===== src/rtl/sps_pkg.sv =====
package sps_pkg;

  typedef enum logic {
    ACT_PUSH = 1'b0,
    ACT_POP  = 1'b1
  } action_e;

  typedef enum logic [1:0] {
    STAT_OK    = 2'd0,
    STAT_EMPTY = 2'd1,
    STAT_FULL  = 2'd2
  } status_e;

  localparam int unsigned SelW   = 2;
  localparam int unsigned ValueW = 32;

  typedef struct packed {
    action_e                   action;
    logic [SelW-1:0]           stack_sel;
    logic signed [ValueW-1:0]  push_value;
  } sps_in_t;

  typedef struct packed {
    logic signed [ValueW-1:0]  top_value;
    logic                      stk_empty;
    status_e                   status;
  } sps_out_t;

  // Commands from the sequencer to the datapath, one per step of an item.
  typedef struct packed {
    logic load;     // capture the accepted item
    logic link_rd;  // read the link of the node that the operation takes
    logic update;   // write pointers, free list and node memories
    logic val_rd;   // read the value of the new top node
  } sps_cmd_t;

endpackage


===== src/rtl/sps_ctrl.sv =====
module sps_ctrl
  import sps_pkg::*;
(
  input  logic     clk_i,
  input  logic     rst_ni,
  input  logic     start,
  output logic     busy,
  output sps_cmd_t cmd_o,
  output logic     done_o
);

  typedef enum logic [4:0] {
    S_IDLE = 5'b00001,
    S_LINK = 5'b00010,
    S_UPD  = 5'b00100,
    S_VAL  = 5'b01000,
    S_OUT  = 5'b10000
  } state_e;

  state_e state_q, state_d;
  logic   accept;

  assign busy   = (state_q != S_IDLE) && (state_q != S_OUT);
  assign accept = start && !busy;
  assign done_o = (state_q == S_OUT);

  always_comb begin
    state_d       = state_q;
    cmd_o         = '0;
    cmd_o.load    = accept;
    unique case (state_q)
      S_IDLE: begin
        if (accept) state_d = S_LINK;
      end
      S_LINK: begin
        cmd_o.link_rd = 1'b1;
        state_d       = S_UPD;
      end
      S_UPD: begin
        cmd_o.update = 1'b1;
        state_d      = S_VAL;
      end
      S_VAL: begin
        cmd_o.val_rd = 1'b1;
        state_d      = S_OUT;
      end
      S_OUT: begin
        state_d = accept ? S_LINK : S_IDLE;
      end
      default: begin
        state_d = S_IDLE;
      end
    endcase
  end

  always_ff @(posedge clk_i or negedge rst_ni) begin
    if (!rst_ni) begin
      state_q <= S_IDLE;
    end else begin
      state_q <= state_d;
    end
  end

endmodule


===== config.mk =====
export PLATFORM = sky130hd
export DESIGN_NAME = sps_ctrl
export DESIGN_NICKNAME = d
export VERILOG_FILES = /design/src/rtl/sps_pkg.sv /design/src/rtl/sps_ctrl.sv
export SDC_FILE = /design/constraint.sdc
export NUM_CORES = 1
export LEC_CHECK = 0
export BUFFER_PORTS_ARGS = -buffer_cell sky130_fd_sc_hd__buf_2
export CORE_AREA = 2 2 39 41
export DETAILED_ROUTE_END_ITERATION = 8
export DIE_AREA = 0 0 41 43
export MAX_ROUTING_LAYER = met4
export PLACE_DENSITY_LB_ADDON = 0.05
export RECOVER_POWER = 25
export SYNTH_ARGS = -nofsm -noshare
export SYNTH_HDL_FRONTEND = slang
export SYNTH_SLANG_ARGS = --single-unit

===== constraint.sdc =====
create_clock -name clk_i -period 4.9 [get_ports clk_i]
set_input_delay 1.47 -clock clk_i [delete_from_list [all_inputs] [get_ports clk_i]]
set_output_delay 1.47 -clock clk_i [all_outputs]
set_load 0.05 [all_outputs]

==> results_dict.tcl, run 1 <==
set metrics [dict create \
    grt_max_degree 10 \
    cap_violations 0 \
    initial_utilization 0.2161 \
    p_clk_frac 0.211 \
    initialDrtViolationCount 7 \
    worst_slew_pin_slew_ps 299.6 \
    worst_ep_arrival_time_ps 1940 \
    wirelength_microns 597 \
    dpl.cell_count 51 \
    stdcell_count 55 \
    fin_tns_setup_ps 0 \
    antenna_found_initial 0 \
    synthArstFlopShare 1.000 \
    ant_nets 0 \
    p_comb_frac 0.452 \
    worst_path_most_repeated_cell "buf_2" \
    power_leakage_uw 0.0001668 \
    slew_headroom 0.8003 \
    grt_pass1_vias 247 \
    cts_sinks 5 \
    syn_area_per_cell_sq_um 9.968 \
    synth_enable_flop_cells 0 \
    synthDistinctLibCells 15 \
    clk_pin_slew_ps 40 \
    grt_pass1_wl_microns 966 \
    yosys_warnings 0 \
    global_route.usage.met1 0.1111 \
    viasPerCell 4.564 \
    synthCells 30 \
    yosys_most_used_dff "dfrtp_1" \
    sw_frac_of_total 0.4747 \
    wl_per_cell_microns 10.85 \
    antenna_cells 0 \
    worstPathRequired_ps 3430 \
    grt_usage 0.09307 \
    core-area_sq_mm 0.001384 \
    post-route-util 0.2586 \
    finalHoldViolations 0 \
    hold_class "reg2reg" \
    powerDensity_mw_per_mm2 602.8 \
    p_seq_frac 0.338 \
    crit_fanout 3 \
    clock_insertion_delay_worst_skew_ps 240 \
    fp.dieW_microns 41 \
    syn_area_sq_um 299.0 \
    pre_cts_ws_ps 1486 \
    syn2layout_area_growth_pct 19.67 \
    ir_drop_uv 231.4 \
    dr.pass1.iters 2 \
    synth.net_count 33 \
    hold_buffers 0 \
    fin_crit_ps 3408 \
    ctsResizeCount 0 \
    cpPeakStageDelay_ps 250 \
    final_layout_size_suffix_gt1_frac 0.3590 \
    synth-seq-area-share 0.4226 \
    fin_nets 43 \
    clockBufferDepth 2 \
    timing.final.ws_setup_ps 1492 \
    largest_reg_flops 5 \
    worstPathCellList "buf_2 > and3_1 > buf_2" \
    place_area_sq_um 332.8 \
    chipHeight_microns 43 \
    status "complete, no violations" \
    ys_seq_elements 5 \
    stdcell_area_sq_um 357.8 \
    regMostFlops "state_q" \
    grt_util_met2 0.1094 \
    die_area_sq_mm 0.001763 \
    cts_buffers 3 \
    num-fill-cells 173 \
    drcViolationCount 0 \
    fin_worst_skew_ps 1.006 \
    critPathLaunchType "input pin" \
    grt_overflow 0 \
    reg.largest.list "state_q x5" \
    grt_setup_unrepaired "no" \
    critPathSlowestCell "buf_2" \
    row_count 14 \
    cp-end-kind "output port" \
    setup_viol 0 \
    dp_hpwl_microns 474.6 \
    postCtsSetupRepairBufs 0 \
    timing.final.crit_share 0.6956 \
    power.internal_uw 113.3 \
    max_freq_mhz 293.4 \
    gp_congestion 0.6251 \
    ios 9 \
    io_buffers 8 \
    cts_tree "built" \
    final_max_slew_viol_count 0 \
    cts_root_buf "clkbuf_4" \
    use_met3 0.01571 \
    vias 251 \
    grt.busiest_layer "met4" \
    power_switching_uw 102.4 \
    critPathKind "in2out" \
    htree_num_levels 1 \
]
==> placed cells by master, fill, tap and decap left out <==
cell type	count
buf_2	7
nand2b_1	4
and3_1	4
dfrtp_1	4
nor4_1	3
clkbuf_4	3
nor4_2	2
nor2_1	2
nand2_1	2
clkbuf_1	2
a21oi_1	1
nor3_1	1
or4b_4	1
nor2_2	1
o21a_1	1
dfstp_1	1
==> cells in the mapped netlist, types with 2 or more instances <==
master | instances | area (sq um)
and3_1 | 4 | 25.02
dfrtp_1 | 4 | 100.1
nand2b_1 | 4 | 25.02
nor4_1 | 3 | 18.77
buf_4 | 2 | 15.01
nand2_1 | 2 | 7.510
nor2_1 | 2 | 7.510
nor4_2 | 2 | 25.02
==> worst paths after layout <==
| check | start | end | slack (ps) | cells past startpoint |
|---|---|---|---|---|
| setup / recovery | start | cmd_o[3] | 1490 | 3 |
| hold / removal | state_q[4] | state_q[4] | 600 | 1 |
| setup reg to reg | state_q[0] | state_q[0] | 3430 | 4 |
| hold reg to reg | state_q[4] | state_q[4] | 600 | 1 |
| max in group asynchronous | rst_ni | state_q[0] | 3560 | 1 |
| min in group asynchronous | rst_ni | state_q[2] | 1070 | 1 |
==> power groups by stage <==
stage	Sequential (uW)	Clock, uW	Combinational [uW]
2_1_floorplan	64.3	0	96.8
3_3_place_gp	74.4	0	98.2
3_5_place_dp	74.1	0	98.2
4_1_cts	73.7	47.6	98.8
5_1_grt	75.9	51.1	104
6_report	72.9	45.4	97.4
==> layout make-up <==
| type | count | area (sq um) | share of cell area |
|---|---|---|---|
| Clock buffer | 4 | 26.28 | 0.07343 |
| Sequential cell | 5 | 126.4 | 0.3531 |
| Tap cell | 16 | 20.02 | 0.05594 |
| Timing Repair Buffer | 8 | 38.79 | 0.1084 |
| Multi-Input combinational cell | 22 | 146.4 | 0.4091 |
==> per-stage QoR <==
stage | total power, uW | hold slack [ps]
2_1_floorplan | 161.1 | 529.0
3_3_place_gp | 172.7 | 609.4
3_5_place_dp | 172.3 | 605.4
4_1_cts | 220.1 | 609.1
5_1_grt | 231.0 | 651.7
6_report | 215.7 | 599.3
==> logic make-up (layout without fill, tap and decap cells) <==
kind of cell	after synthesis	count (layout)	synth area share
AOI/OAI and AO/OA	2	2	0.04183
buffers and inverters	3	12	0.08785
DFF	5	5	0.4226
and+or+nand+nor	20	20	0.4477
==> layer usage <==
metal	vias up	routed length, microns
met5	-	0
met4	0	8
met3	2	24
met2	7	308
met1	117	255
li1	125	-
==> worst max-delay path: cells and delay by family <==
family / cells / cell delay (ps)
and+or+nand+nor: 1 / 130
buffers and inverters: 2 / 340
Power figures use the tool's default switching activity.
==> run 2: changes to the inputs <==
--- a/config.mk
+++ b/config.mk
@@ -5,6 +5,7 @@
 export SDC_FILE = /design/constraint.sdc
 export NUM_CORES = 1
 export LEC_CHECK = 0
+export ABC_AREA = 1
 export BUFFER_PORTS_ARGS = -buffer_cell sky130_fd_sc_hd__buf_2
 export CORE_AREA = 2 2 39 41
 export DETAILED_ROUTE_END_ITERATION = 8
==> constraint.sdc (replaced) <==
create_clock -name clk_i -period 3.5 [get_ports clk_i]
set_input_delay 1.05 -clock clk_i [delete_from_list [all_inputs] [get_ports clk_i]]
set_output_delay 1.05 -clock clk_i [all_outputs]
set_load 0.05 [all_outputs]
==> run 2 against run 1 <==
Worst hold slack better by 12 ps. Register-to-register slack got worse by 1000 ps. First-iteration DRC count decreased by 57%. Critical path depth up 1. Sequential power increased by 19%. Core utilization is 1.4 points lower. Sequential share of layout area is 2.0 points higher. Area after synthesis decreased by 10%. Combinational power up 37%. Synthesized cell count grew 6.7%.
==> results_dict.tcl, run 2 <==
set metrics [dict create \
    synth_enable_flop_cells 0 \
    syn2layout_area_growth_pct 26.05 \
    yosys_most_used_dff "dfrtp_1" \
    synthCells 32 \
    ys_seq_elements 5 \
    dp_hpwl_microns 443.7 \
    reg.largest.list "state_q x5" \
    synth_top_area_frac 0.3721 \
    hold_end "state_q[1]" \
    initial_utilization 0.1944 \
    syn_area_sq_um 269.0 \
    grt_usage 0.08083 \
    crit-reg2reg-capture "state_q[0]" \
    wl_per_cell_microns 9.017 \
    final_layout_size_suffix_gt1_frac 0.3810 \
    synth-seq-area-share 0.4698 \
    clk_pin_slew_ps 40 \
    drcViolationCount 0 \
    regMostFlops "state_q" \
    worstPathRequired_ps 2450 \
    cts_root_buf "clkbuf_4" \
    reg2reg_from "state_q[0]" \
    slew_headroom 0.8210 \
    final_max_slew_viol_count 0 \
    path_buf_inv 3 \
    yosysTopAreaCell "dfrtp_1" \
    gp_congestion 0.6101 \
    chipHeight_microns 43 \
    cts_sinks 5 \
    r2r_slack_ps 2390 \
    grt_max_degree 6 \
    post-route-util 0.2450 \
    initialDrtViolationCount 3 \
    crit_fanout 2 \
    status "complete, no violations" \
    yosys_warnings 0 \
    hold_class "reg2reg" \
    wirelength_microns 523 \
    largest_reg_flops 5 \
    synth.net_count 35 \
    final_cell_mix "inv_1 (10), buf_2 (7), dfrtp_1 (4)" \
    antenna_cells 0 \
    min_from "state_q[4]" \
    ff2ff_path_depth 5 \
    fin_worst_skew_ps 2.637 \
    fin_nets 46 \
    cpPeakStageDelay_ps 280 \
    ctsResizeCount 0 \
    timing.final.crit_share 0.7468 \
    critPathSlowestCell "buf_2" \
    grt_pass1_wl_microns 855 \
    fin_tns_setup_ps 0 \
    grt_pass1_vias 237 \
    antenna_found_initial 0 \
    worst_ep_arrival_time_ps 1560 \
    timing.final.ws_setup_ps 886.1 \
    worstPathCellList "buf_2 > inv_1 > a21oi_2 > buf_2" \
    hold_buffers 0 \
    critPathTopFamily "buffers and inverters" \
    cts_buffers 3 \
    pre_cts_ws_ps 874.7 \
    synthDistinctLibCells 14 \
    postCtsSetupRepairBufs 0 \
    clockBufferDepth 2 \
    ios 9 \
    ir_drop_uv 213.2 \
    synthArstFlopShare 1.000 \
    grt_overflow 0 \
    critPathLaunchType "input pin" \
    cts_tree "built" \
    place_area_sq_um 314.1 \
    final_common_cell "inv_1" \
    worst_slew_pin_slew_ps 268.5 \
    syn_area_per_cell_sq_um 8.407 \
    min_path_cells 2 \
    ant_nets 0 \
    cp-end-kind "output port" \
    dr.pass1.iters 2 \
    power_leakage_uw 0.0002280 \
    max_freq_mhz 382.6 \
    core-area_sq_mm 0.001384 \
    fp.dieW_microns 41 \
    row_count 14 \
    viasPerCell 4.017 \
    hold_slack_ps 611.0 \
    clock_insertion_delay_worst_skew_ps 240 \
    stdcell_area_sq_um 339.1 \
    critPathKind "in2out" \
    powerDensity_mw_per_mm2 844.7 \
    vias 233 \
    grt_setup_unrepaired "no" \
    synth_most_common_cell "inv_1" \
    fin_crit_ps 2614 \
    die_area_sq_mm 0.001763 \
    io_buffers 8 \
    cap_violations 0 \
    htree_num_levels 1 \
    synthTopCellsByArea "dfrtp_1 (37%), inv_1 (14%), dfstp_2 (9.8%), nand3_1 (5.6%), buf_4 (5.6%)" \
    synth_commonest_cells "inv_1 (10), dfrtp_1 (4), nand3_1 (3), nor2_1 (3)" \
    finalHoldViolations 0 \
    worst_path_most_repeated_cell "buf_2" \
    setup_viol 0 \
]
-- run 2: metal layers --
metal | track usage | up-vias | part of all wire
met5 | - | - | 0
met4 | 0.1000 | 0 | 0.019
met3 | 0.03141 | 2 | 0.076
met2 | 0.1000 | 8 | 0.46
met1 | 0.08224 | 105 | 0.45
li1 | - | 118 | -
-- run 2: area by class of cell --
class	count	area, sq um
sequential	5	126.4
timing repair buffer	8	38.79
tap	16	20.02
clock buffer	4	26.28
fill	167	1045
inverter	11	41.29
multi-input combinational	14	86.33
-- run 2: tightest hold or removal path, stage by stage (launching register included) --
cell and delay [ps]:
dfrtp_1 380, nand3_2 110, a21oi_1 70
-- run 2: worst max-delay path by stage --
stage | startpoint | to | slack (ps) | depth (start not counted)
final | start | cmd_o[3] | 890 | 4
after global routing | start | cmd_o[3] | 860 | 4
after CTS | start | cmd_o[3] | 870 | 4
after detailed placement | start | cmd_o[3] | 870 | 4
after global placement | start | cmd_o[3] | 880 | 4
after floorplan | state_q[0] | busy | 840 | 4
-- run 2: logic make-up after synthesis --
logic type,synth area share
buffers and inverters,0.2093
flip-flops,0.4698
AO/OA/AOI/OAI,0.07442
AND/OR/NAND/NOR,0.2465
-- run 2: through the flow --
stage	power [uW]	cells
3_5_place_dp	222.8	54
2_1_floorplan	202.5	32
3_3_place_gp	222.6	54
4_1_cts	292.4	58
5_1_grt	305.6	58
6_report	286.4	58
-- run 2: power by group --
group | leakage [uW] | internal [uW] | switching (uW)
Clock | 0.0000150 | 43.1 | 23.4
Combinational | 0.000148 | 33.5 | 100
Sequential | 0.0000651 | 75.1 | 11.4
Total | 0.000228 | 152 | 135
